File: src/rtl/slbc_pkg.sv
package slbc_pkg;

    localparam int CNT_W   = 16;
    localparam int LAYER_W = 8;

    localparam logic [1:0] ITEM_TICK  = 2'd0;
    localparam logic [1:0] ITEM_LINK  = 2'd1;
    localparam logic [1:0] ITEM_LAYER = 2'd2;

    localparam logic [1:0] LINK_OFF  = 2'd0;
    localparam logic [1:0] LINK_ADV  = 2'd1;
    localparam logic [1:0] LINK_CONN = 2'd2;

    localparam logic CFG_ADV_TICKS  = 1'b0;
    localparam logic CFG_STEP_TICKS = 1'b1;

    localparam logic [CNT_W-1:0] ADV_TICKS_RST  = 16'd100;
    localparam logic [CNT_W-1:0] STEP_TICKS_RST = 16'd400;

    typedef struct packed {
        logic [1:0]         mode;
        logic               link_connected;
        logic               link_open;
        logic               layer_activated;
        logic [LAYER_W-1:0] highest_layer;
    } t_in_item;

    typedef struct packed {
        logic led_on;
        logic blink_busy;
    } t_out_item;

endpackage

File: src/rtl/slbc_in_if.sv
interface slbc_in_if;
    logic              valid;
    logic              ready;
    slbc_pkg::t_in_item data;

    modport source  (output valid, output data, input ready);
    modport sink    (input valid, input data, output ready);
    modport monitor (input valid, input data, input ready);
endinterface

File: src/rtl/slbc_out_if.sv
interface slbc_out_if;
    logic               valid;
    logic               ready;
    slbc_pkg::t_out_item data;

    modport source  (output valid, output data, input ready);
    modport sink    (input valid, input data, output ready);
    modport monitor (input valid, input data, input ready);
endinterface

File: src/rtl/status_led_blink_controller.sv
// An input beat passes through two registers, the input register and then the result register.
// Throughput: one beat per cycle; both stages advance together unless the result
// register is held by a stalled sink.
// Reset: synchronous, active low; clears the LED state, blink run, timers and
// restores both tick registers to their defaults.
module status_led_blink_controller (
    input  logic                          i_clk,
    input  logic                          i_rst_n,
    input  logic                          i_cfg_we,
    input  logic                          i_cfg_idx,
    input  logic [slbc_pkg::CNT_W-1:0]    i_cfg_data,
    slbc_in_if.sink                       i_in,
    slbc_out_if.source                    o_out
);

    localparam int CW = slbc_pkg::CNT_W;
    localparam int LW = slbc_pkg::LAYER_W;

    logic [CW-1:0]       r_adv_ticks;
    logic [CW-1:0]       r_step_ticks;

    logic                r_in_valid;
    slbc_pkg::t_in_item  r_in;
    logic                r_out_valid;
    slbc_pkg::t_out_item r_out;

    logic [1:0]          r_link, n_link;
    logic                r_led, n_led;
    logic                r_adv_run, n_adv_run;
    logic                r_active, n_active;
    logic                r_phase_on, n_phase_on;
    logic [LW-1:0]       r_left, n_left;
    logic [LW-1:0]       r_req, n_req;
    logic                r_pending, n_pending;
    logic [CW-1:0]       r_tick, n_tick;

    logic                fire;
    logic [CW:0]         tick_nxt;
    logic                step_done;
    logic                adv_done;
    logic [LW-1:0]       left_dec;
    logic [1:0]          link_new;
    logic [1:0]          ra_link;
    logic                ra_adv_run;
    logic                ra_led;

    assign fire        = r_in_valid && (!r_out_valid || o_out.ready);
    assign i_in.ready  = !r_in_valid || fire;
    assign o_out.valid = r_out_valid;
    assign o_out.data  = r_out;

    assign tick_nxt  = {1'b0, r_tick} + {{CW{1'b0}}, 1'b1};
    assign step_done = tick_nxt >= {1'b0, r_step_ticks};
    assign adv_done  = tick_nxt >= {1'b0, r_adv_ticks};
    assign left_dec  = (r_left != '0) ? r_left - {{(LW-1){1'b0}}, 1'b1} : '0;

    always_comb begin
        if (r_in.link_connected) begin
            link_new = slbc_pkg::LINK_CONN;
        end else if (r_in.link_open) begin
            link_new = slbc_pkg::LINK_ADV;
        end else begin
            link_new = slbc_pkg::LINK_OFF;
        end
    end

    // mode reapply, on the link in force after this beat
    assign ra_link    = (r_in.mode == slbc_pkg::ITEM_LINK) ? link_new : r_link;
    assign ra_adv_run = (ra_link == slbc_pkg::LINK_ADV);
    assign ra_led     = (ra_link == slbc_pkg::LINK_ADV)  ? !r_led :
                        (ra_link == slbc_pkg::LINK_CONN);

    always_comb begin
        n_link     = r_link;
        n_led      = r_led;
        n_adv_run  = r_adv_run;
        n_active   = r_active;
        n_phase_on = r_phase_on;
        n_left     = r_left;
        n_req      = r_req;
        n_pending  = r_pending;
        n_tick     = r_tick;
        unique case (r_in.mode)
            slbc_pkg::ITEM_TICK: begin
                if (r_active) begin
                    if (!step_done) begin
                        n_tick = tick_nxt[CW-1:0];
                    end else begin
                        n_tick = '0;
                        if (!r_phase_on) begin
                            n_phase_on = 1'b1;
                            n_led      = 1'b1;
                        end else if (left_dec != '0) begin
                            n_left     = left_dec;
                            n_phase_on = 1'b0;
                            n_led      = 1'b0;
                        end else begin
                            n_phase_on = 1'b0;
                            n_pending  = 1'b0;
                            if (r_pending && r_req != '0) begin
                                n_left    = r_req;
                                n_adv_run = 1'b0;
                                n_led     = 1'b0;
                            end else begin
                                n_left    = left_dec;
                                n_active  = 1'b0;
                                n_adv_run = ra_adv_run;
                                n_led     = ra_led;
                            end
                        end
                    end
                end else if (r_adv_run) begin
                    if (adv_done) begin
                        n_tick = '0;
                        n_led  = !r_led;
                    end else begin
                        n_tick = tick_nxt[CW-1:0];
                    end
                end
            end
            slbc_pkg::ITEM_LINK: begin
                n_link = link_new;
                if (!r_active) begin
                    n_adv_run = ra_adv_run;
                    n_led     = ra_led;
                    if (ra_adv_run) begin
                        n_tick = '0;
                    end
                end
            end
            slbc_pkg::ITEM_LAYER: begin
                if (r_in.layer_activated && r_link == slbc_pkg::LINK_CONN &&
                    r_in.highest_layer != '0) begin
                    n_req = r_in.highest_layer;
                    if (r_active) begin
                        n_pending = 1'b1;
                    end else begin
                        n_active   = 1'b1;
                        n_adv_run  = 1'b0;
                        n_left     = r_in.highest_layer;
                        n_phase_on = 1'b0;
                        n_led      = 1'b0;
                        n_tick     = '0;
                    end
                end
            end
            default: begin
            end
        endcase
    end

    always_ff @(posedge i_clk) begin
        if (!i_rst_n) begin
            r_adv_ticks  <= slbc_pkg::ADV_TICKS_RST;
            r_step_ticks <= slbc_pkg::STEP_TICKS_RST;
        end else if (i_cfg_we) begin
            unique case (i_cfg_idx)
                slbc_pkg::CFG_ADV_TICKS:  r_adv_ticks  <= i_cfg_data;
                slbc_pkg::CFG_STEP_TICKS: r_step_ticks <= i_cfg_data;
                default: begin
                end
            endcase
        end
    end

    always_ff @(posedge i_clk) begin
        if (!i_rst_n) begin
            r_in_valid  <= 1'b0;
            r_out_valid <= 1'b0;
            r_link      <= slbc_pkg::LINK_OFF;
            r_led       <= 1'b0;
            r_adv_run   <= 1'b0;
            r_active    <= 1'b0;
            r_phase_on  <= 1'b0;
            r_left      <= '0;
            r_req       <= '0;
            r_pending   <= 1'b0;
            r_tick      <= '0;
        end else begin
            if (i_in.ready) begin
                r_in_valid <= i_in.valid;
            end
            if (fire) begin
                r_out_valid <= 1'b1;
                r_link      <= n_link;
                r_led       <= n_led;
                r_adv_run   <= n_adv_run;
                r_active    <= n_active;
                r_phase_on  <= n_phase_on;
                r_left      <= n_left;
                r_req       <= n_req;
                r_pending   <= n_pending;
                r_tick      <= n_tick;
            end else if (o_out.ready) begin
                r_out_valid <= 1'b0;
            end
        end
    end

    always_ff @(posedge i_clk) begin
        if (i_in.ready && i_in.valid) begin
            r_in <= i_in.data;
        end
        if (fire) begin
            r_out.led_on     <= n_led;
            r_out.blink_busy <= n_active;
        end
    end

endmodule

File: src/flat_wrapper.sv
// flat-port wrapper written by rule: the top's interface ports become plain ports
module status_led_blink_controller_flat 
  (i_clk, i_rst_n, i_cfg_we, i_cfg_idx, i_cfg_data, i_in_valid, i_in_data, i_in_ready, o_out_valid, o_out_data, o_out_ready);
  slbc_in_if i_in_i ();
  slbc_out_if o_out_i ();
  input  logic i_clk;
  input  logic i_rst_n;
  input  logic i_cfg_we;
  input  logic i_cfg_idx;
  input  logic [slbc_pkg::CNT_W-1:0] i_cfg_data;
  input wire logic [$bits(i_in_i.valid)-1:0] i_in_valid;
  input wire logic [$bits(i_in_i.data)-1:0] i_in_data;
  output wire logic [$bits(i_in_i.ready)-1:0] i_in_ready;
  output wire logic [$bits(o_out_i.valid)-1:0] o_out_valid;
  output wire logic [$bits(o_out_i.data)-1:0] o_out_data;
  input wire logic [$bits(o_out_i.ready)-1:0] o_out_ready;
  assign i_in_i.valid = i_in_valid;
  assign i_in_i.data = i_in_data;
  assign i_in_ready = i_in_i.ready;
  assign o_out_valid = o_out_i.valid;
  assign o_out_data = o_out_i.data;
  assign o_out_i.ready = o_out_ready;
  status_led_blink_controller u_core (.i_clk(i_clk), .i_rst_n(i_rst_n), .i_cfg_we(i_cfg_we), .i_cfg_idx(i_cfg_idx), .i_cfg_data(i_cfg_data), .i_in(i_in_i), .o_out(o_out_i));
endmodule
File: config.mk
export PLATFORM = sky130hd
export DESIGN_NAME = status_led_blink_controller_flat
export DESIGN_NICKNAME = d
export VERILOG_FILES = /design/src/rtl/slbc_pkg.sv /design/src/rtl/slbc_in_if.sv /design/src/rtl/slbc_out_if.sv /design/src/rtl/status_led_blink_controller.sv /design/src/flat_wrapper.sv
export SDC_FILE = /design/constraint.sdc
export NUM_CORES = 1
export LEC_CHECK = 0
export BUFFER_PORTS_ARGS = -buffer_cell sky130_fd_sc_hd__buf_4
export CAP_MARGIN = 0
export CORE_ASPECT_RATIO = 1.2
export CORE_MARGIN = 2
export CORE_UTILIZATION = 54
export DETAILED_ROUTE_END_ITERATION = 16
export PLACE_DENSITY = 0.86
export SLEW_MARGIN = 25
export SYNTH_ARGS = -nofsm -noshare
export SYNTH_HDL_FRONTEND = slang
export SYNTH_SLANG_ARGS = --single-unit
export TNS_END_PERCENT = 1
File: constraint.sdc
create_clock -name i_clk -period 3.1 [get_ports i_clk]
set_clock_uncertainty 0.2 [all_clocks]
set_input_delay 0.465 -clock i_clk [delete_from_list [all_inputs] [get_ports i_clk]]
set_output_delay 0.465 -clock i_clk [all_outputs]
set_load 0.01 [all_outputs]
==> results of run 1 <==
registers in the layout, indices dropped and copies added, names as in the netlist:
| signal | flops |
|---|---|
| u_core.o_out.valid | 1 |
| u_core.r_pending | 1 |
| u_core.r_active | 1 |
| u_core.r_tick | 16 |
| u_core.r_adv_run | 1 |
| u_core.o_out.data | 2 |
| u_core.r_adv_ticks | 16 |
| u_core.r_phase_on | 1 |
| u_core.r_in | 13 |
| u_core.r_led | 1 |
| u_core.r_link | 2 |
| u_core.r_left | 8 |
| u_core.r_step_ticks | 16 |
| u_core.r_req | 8 |
| u_core.r_in_valid | 1 |
what timing repair did:
item / in CTS / in global routing
hold endpoints to repair: 0 / 0
gates resized for setup: 32 / 12
pin swaps: 28 / 25
endpoints found under the setup margin: 30 / 31
buffers inserted: 5 / 2
stage by stage:
stage	instances	util, %	TNS [ns]	power (mW)	area, µm²
floorplan	562	-	-0.229	1.39	5000
global placement	735	62.9	-0.858	1.46	5630
detailed placement	735	62.9	-3.52	1.47	5630
CTS	756	67.9	-1.73	2.39	6070
global route	758	68.8	-8.64	2.46	6150
finish	758	68.8	-3.75	2.39	6150
area by class of cell:
cell class,instances,share of cell area [%]
Multi-Input combinational cell,407,49.4
Sequential cell,88,31.3
Clock buffer,12,2.52
Clock inverter,4,1.24
Tap cell,120,2.44
Inverter,46,2.81
Timing Repair Buffer,81,10.4
worst max path at each step:
stage                startpoint  slack, ns  cells past startpoint              endpoint
3_3_place_gp   u_core.r_tick[1]      -0.11                     12  u_core.o_out.data[1]
5_1_grt        u_core.r_tick[1]      -0.40                     16      u_core.r_adv_run
2_1_floorplan  u_core.r_tick[0]      -0.04                     15      u_core.r_left[3]
3_5_place_dp   u_core.r_tick[1]      -0.21                     15  u_core.o_out.data[1]
6_report       u_core.r_tick[3]      -0.25                     16      u_core.r_adv_run
4_1_cts        u_core.r_tick[0]      -0.14                     12  u_core.o_out.data[1]
per-layer routing:
metal | vias up | global-route usage [%] | share of wire (%)
li1 | 2124 | - | -
met1 | 2166 | 28.8 | 40
met2 | 182 | 47.2 | 51
met3 | 57 | 5.04 | 4.5
met4 | 0 | 16.9 | 4.7
met5 | - | 0 | 0
cell usage after synthesis, types with 3 or more instances:
cell	count	area, µm²
xnor2_1	11	96.3
buf_1	6	22.5
nand4b_1	3	26.3
buf_6	3	33.8
nand2b_1	9	56.3
inv_1	45	169
nor2b_1	9	56.3
o211ai_1	6	45.0
nor3b_1	3	22.5
a22o_1	11	96.3
a21oi_4	3	48.8
edfxtp_1	15	450
or4_1	3	22.5
nor3_1	6	30.0
o21ai_1	8	40.0
mux2i_1	13	130
ha_1	38	475
nand3_1	26	130
xor2_1	3	26.3
a21oi_1	54	270
o21ai_0	12	60.1
and2_1	3	18.8
a21o_1	3	22.5
nand4_1	7	43.8
a211oi_1	6	45.0
nand2_1	88	330
or4_4	3	33.8
nor2_1	33	124
clkbuf_1	11	41.3
dfxtp_1	73	1460
o31ai_1	5	37.5
worst reg2reg max path, stage by stage (launching register included):
cell	delay (ns)
dfxtp_1	0.38
inv_1	0.09
nor2_4	0.11
and2_4	0.15
inv_2	0.05
nor2_4	0.14
nand4_1	0.18
xnor2_2	0.26
ha_1	0.31
nand3_2	0.09
a21oi_2	0.08
nor4b_4	0.39
buf_4	0.19
a21oi_4	0.06
a21o_1	0.24
a21oi_2	0.21
a311oi_2	0.07
logic make-up (layout without fill, tap and decap cells):
| group | count (synthesis) | after routing | synth area share (%) |
|---|---|---|---|
| mux | 15 | 15 | 3.10 |
| simple gates | 209 | 209 | 21.6 |
| flops | 88 | 88 | 38.8 |
| fa+ha+maj | 38 | 38 | 9.64 |
| xor+xnor | 14 | 14 | 2.49 |
| compound gates | 131 | 131 | 18.8 |
| buf+inv | 67 | 143 | 5.58 |
power groups by stage:
stage | Combinational (mW) | Sequential (mW) | Clock, mW
2_1_floorplan | 0.143 | 1.24 | 0
3_3_place_gp | 0.216 | 1.25 | 0
3_5_place_dp | 0.226 | 1.25 | 0
4_1_cts | 0.239 | 1.22 | 0.925
5_1_grt | 0.273 | 1.23 | 0.963
6_report | 0.252 | 1.22 | 0.912
==> flow_metrics.tcl, run 1 <==
set metrics [dict create \
    crit_slowest_cell "nor4b_4" \
    rr_worst_depth 16 \
    hold_buffers 0 \
    worst_pin_slew_ns 0.788 \
    hpwl_um 8580 \
    setup_slack_ns -0.250 \
    cp-end-kind "register" \
    pwr-share-comb_pct 10.5 \
    final_cell_mix "88 x nand2_1, 78 x buf_4, 69 x dfxtp_1" \
    vias 4529 \
    status "finished, violations left" \
    grt_pass1_wl_um 20900 \
    drt_iter0_drc 337 \
    period_minus_slack_ns 3.35 \
    finalHoldViolations 0 \
    hold_end "u_core.r_in[0]" \
    cp-start-kind "register" \
    ys_types 66 \
    cts_max_level 3 \
    insertion_delay_ns 0.36 \
    setup_viol 30 \
    r2r_slack_ns -0.25 \
    ys_ff_latch 88 \
    path_cells "inv_1 -> nor2_4 -> and2_4 -> inv_2 -> nor2_4 -> nand4_1 -> xnor2_2 -> ha_1 -> nand3_2 -> a21oi_2 -> nor4b_4 -> buf_4 -> a21oi_4 -> a21o_1 -> a21oi_2 -> a311oi_2" \
    grt_use_total_pct 26.4 \
    grt_pass1_vias 4519 \
    die_y_um 109 \
    worst_r2r_endpoint "u_core.r_adv_run" \
    port_buffers 38 \
    avgRoutedWirePerCell_um 17.1 \
    antenna_found_initial 0 \
    path_buf_inv 3 \
    num_io_pins 39 \
    worstPathMaxFanout 4 \
    clock-sinks 88 \
    intPower_mw 1.80 \
    clkPwrFrac_pct 38.2 \
    fillerInstances 656 \
    viasPerCell 5.97 \
    p_sw_share_pct 24.5 \
    synth_area_per_cell_um2 8.77 \
    grt_setup_unrepaired "true" \
    worstPathRequired_ns 3.11 \
    p_leak_nw 2.55 \
    place_ws_ns -0.212 \
    cts_tree "yes" \
    die_w_um 91.2 \
    clock_path_buffers 2 \
    drv_slew 0 \
    drive_gt1_share_pct 26.3 \
    fmax_mhz 299 \
    synth_area_um2 4930 \
    cap_viol_max_count 0 \
    synth_warnings 0 \
    cp_slowest_stage_delay_ns 0.39 \
    die_area_um2 9910 \
    post-route-period-util_pct 108 \
    drcViolationCount 0 \
    maxSlewHeadroom_pct 47.4 \
    start_util_pct 55.2 \
    power.switching_mw 0.585 \
    grt_overflow 0 \
    r2r-start "u_core.r_tick[3]" \
    path_class "register to register" \
    register_area_um2 1920 \
    area_growth_pct 24.7 \
    drt-total-wl_um 13000 \
    syn_inst 562 \
    hold_path.class "input port to register" \
    diodes 0 \
    synth-edff-count 15 \
    min_from "i_in_data[0]" \
    grt_max_degree 50 \
    seq_power_share_pct 51.3 \
    async_flop_share_pct 0 \
    seq_area_frac_synth_pct 38.8 \
    hold_depth 1 \
    final_antenna_net_count 0 \
    final_common_cell "nand2_1" \
    place_congestion 0.872 \
    clk_pin_slew_worst_paths_ns 0.09 \
    firstDrtPassIters 5 \
    root_buffer "clkbuf_8" \
    cellPowerDensity_nw_per_um2 388 \
    path_delay_family "simple AND/OR/NAND/NOR gates" \
    fp.coreArea_um2 8940 \
    hold-worst-slack_ns 0.0759 \
    ir_drop_mv 0.334 \
    multi_input_area_um2 3030 \
    rows 38 \
    syn_nets 635 \
    synth_ff_type "dfxtp_1" \
    nets 706 \
    violations "setup timing" \
    cts_buffers 9 \
    cp_data_arrival_time_ns 3.36 \
]
No activity file was read; power rests on OpenSTA's default activity.
==> inputs of run 2 (changes only) <==
- TNS_END_PERCENT: 1 -> default
==> flow_metrics.tcl, run 2 (same netlist as run 1, synthesis figures left out) <==
set metrics [dict create \
    violations "setup timing" \
    cp.depth 12 \
    tns_ns -3.95 \
    grt_setup_unrepaired "true" \
    firstDrtPassIters 6 \
    crit_slowest_cell "or4_1" \
    worstPathRequired_ns 3.17 \
    root_buffer "clkbuf_8" \
    viasPerCell 5.95 \
    worst_pin_slew_ns 0.778 \
    cp-end-kind "register" \
    die_area_um2 9910 \
    p_sw_share_pct 25.4 \
    biggestRegsByFlops "u_core.r_adv_ticks: 16 flops, u_core.r_step_ticks: 16 flops, u_core.r_tick: 16 flops" \
    worstPathMaxFanout 5 \
    finalHoldViolations 0 \
    setup_viol 30 \
    status "finished, violations left" \
    setup_slack_ns -0.196 \
    power_mw 2.25 \
    die_y_um 109 \
    grt_use_total_pct 25.1 \
    grt_pass1_vias 4353 \
    worst_r2r_endpoint "u_core.r_tick[0]" \
    clkPwrFrac_pct 35.0 \
    rows 38 \
    post-route-period-util_pct 106 \
    drt-total-wl_um 12700 \
    die_w_um 91.2 \
    grt_pass1_wl_um 19700 \
    area_growth_pct 22.3 \
    p_leak_nw 2.52 \
    diodes 0 \
    cts_max_level 3 \
    hpwl_um 8580 \
    cap_viol_max_count 0 \
    cp_slowest_stage_delay_ns 0.48 \
    drcViolationCount 0 \
    pwr-share-comb_pct 10.8 \
    maxSlewHeadroom_pct 48.1 \
    path_class "register to register" \
    seq_power_share_pct 54.3 \
    drt_iter0_drc 395 \
    fmax_mhz 303 \
    r2r-start "u_core.r_tick[1]" \
    cts_buffers 9 \
    place_congestion 0.874 \
    nets 704 \
    power.switching_mw 0.573 \
    start_util_pct 55.2 \
    hold_path.class "input port to register" \
    cp-start-kind "register" \
    drive_gt1_share_pct 25.0 \
    final_antenna_net_count 0 \
    antenna_found_initial 0 \
    r2r_slack_ns -0.20 \
    cts_tree "yes" \
    cp_data_arrival_time_ns 3.36 \
    final_cell_mix "88 x nand2_1, 76 x buf_4, 68 x dfxtp_1" \
    intPower_mw 1.68 \
    cellPowerDensity_nw_per_um2 374 \
    clock-sinks 88 \
    insertion_delay_ns 0.38 \
    path_cells "ha_4 -> and3_4 -> nand3_4 -> xnor2_2 -> ha_1 -> nand2_1 -> or4_1 -> a311o_1 -> nand3b_2 -> a21oi_4 -> buf_4 -> mux2_2" \
    drv_slew 0 \
    period_minus_slack_ns 3.30 \
    num_io_pins 39 \
    avgRoutedWirePerCell_um 16.8 \
    path_delay_family "simple AND/OR/NAND/NOR gates" \
    clk_pin_slew_worst_paths_ns 0.09 \
    vias 4496 \
    clock_path_buffers 2 \
    rr_worst_depth 12 \
    grt_overflow 0 \
    path_buf_inv 1 \
    critPathCapture "u_core.r_tick[0]" \
    port_buffers 38 \
    crit_start "u_core.r_tick[1]" \
    grt_max_degree 50 \
    fp.coreArea_um2 8940 \
    ir_drop_mv 0.314 \
    final_common_cell "nand2_1" \
]
==> run 2: cell types whose count changed in the layout (fill, tap and decap cells not counted), moves of 2 or more <==
cell       previous run  this run
buf_4                78        76
bufinv_16             2         0
clkinv_2              0         2
ha_1                 34        36
ha_4                  4         2
nand3_1              18        20
==> run 2: through the flow <==
step                      worst slack, ns  util, %  cell area, µm²  cells  hold WS, ns
after floorplan                   -0.0406        -            5000    562        0.236
after global placement             -0.124     62.7            5600    732        0.243
after detailed placement           -0.261     62.7            5600    732        0.248
after CTS                          -0.115     66.1            5910    752       0.0527
after global routing               -0.327     67.4            6030    756       0.0491
final                              -0.196     67.4            6030    756       0.0566
==> run 2: worst min path at each step <==
stage | start | to | depth (start not counted)
floorplan | u_core.r_adv_ticks[10] | u_core.r_adv_ticks[10] | 2
CTS | i_in_data[1] | u_core.r_in[1] | 1
detailed placement | u_core.r_step_ticks[15] | u_core.r_step_ticks[15] | 2
finish | i_in_data[1] | u_core.r_in[1] | 1
global placement | u_core.r_step_ticks[6] | u_core.r_step_ticks[6] | 2
global route | i_in_data[6] | u_core.r_in[6] | 1
==> run 2: power by group through the flow <==
stage	registers (mW)	logic (mW)	clock network, mW
2_1_floorplan	1.24	0.143	0
3_3_place_gp	1.25	0.216	0
3_5_place_dp	1.25	0.225	0
4_1_cts	1.22	0.233	0.792
5_1_grt	1.23	0.266	0.840
6_report	1.22	0.242	0.787
==> run 2: repair_timing <==
item / 4_1_cts / 5_1_grt
setup endpoints to repair: 31 / 31
resized for setup: 18 / 20
hold buffers: 0 / 0
pin swaps: 22 / 24
buffers inserted: 4 / 4
==> run 2: final cells by class <==
cell class              instances  area [µm²]
inverters                      46         175
multi-input cells             407        2960
clock inverters                 2        10.0
well taps                     120         150
flip-flops and latches         88        1920
repair buffers                 79         622
clock buffers                  14         184
fillers                       656        2910
==> run 2: per-layer routing <==
layer	share of wire [%]	vias up	global-route usage (%)
li1	-	2120	-
met1	38	2132	27.2
met2	52	196	45.6
met3	5.0	48	4.28
met4	4.5	0	15.7
met5	0	-	0
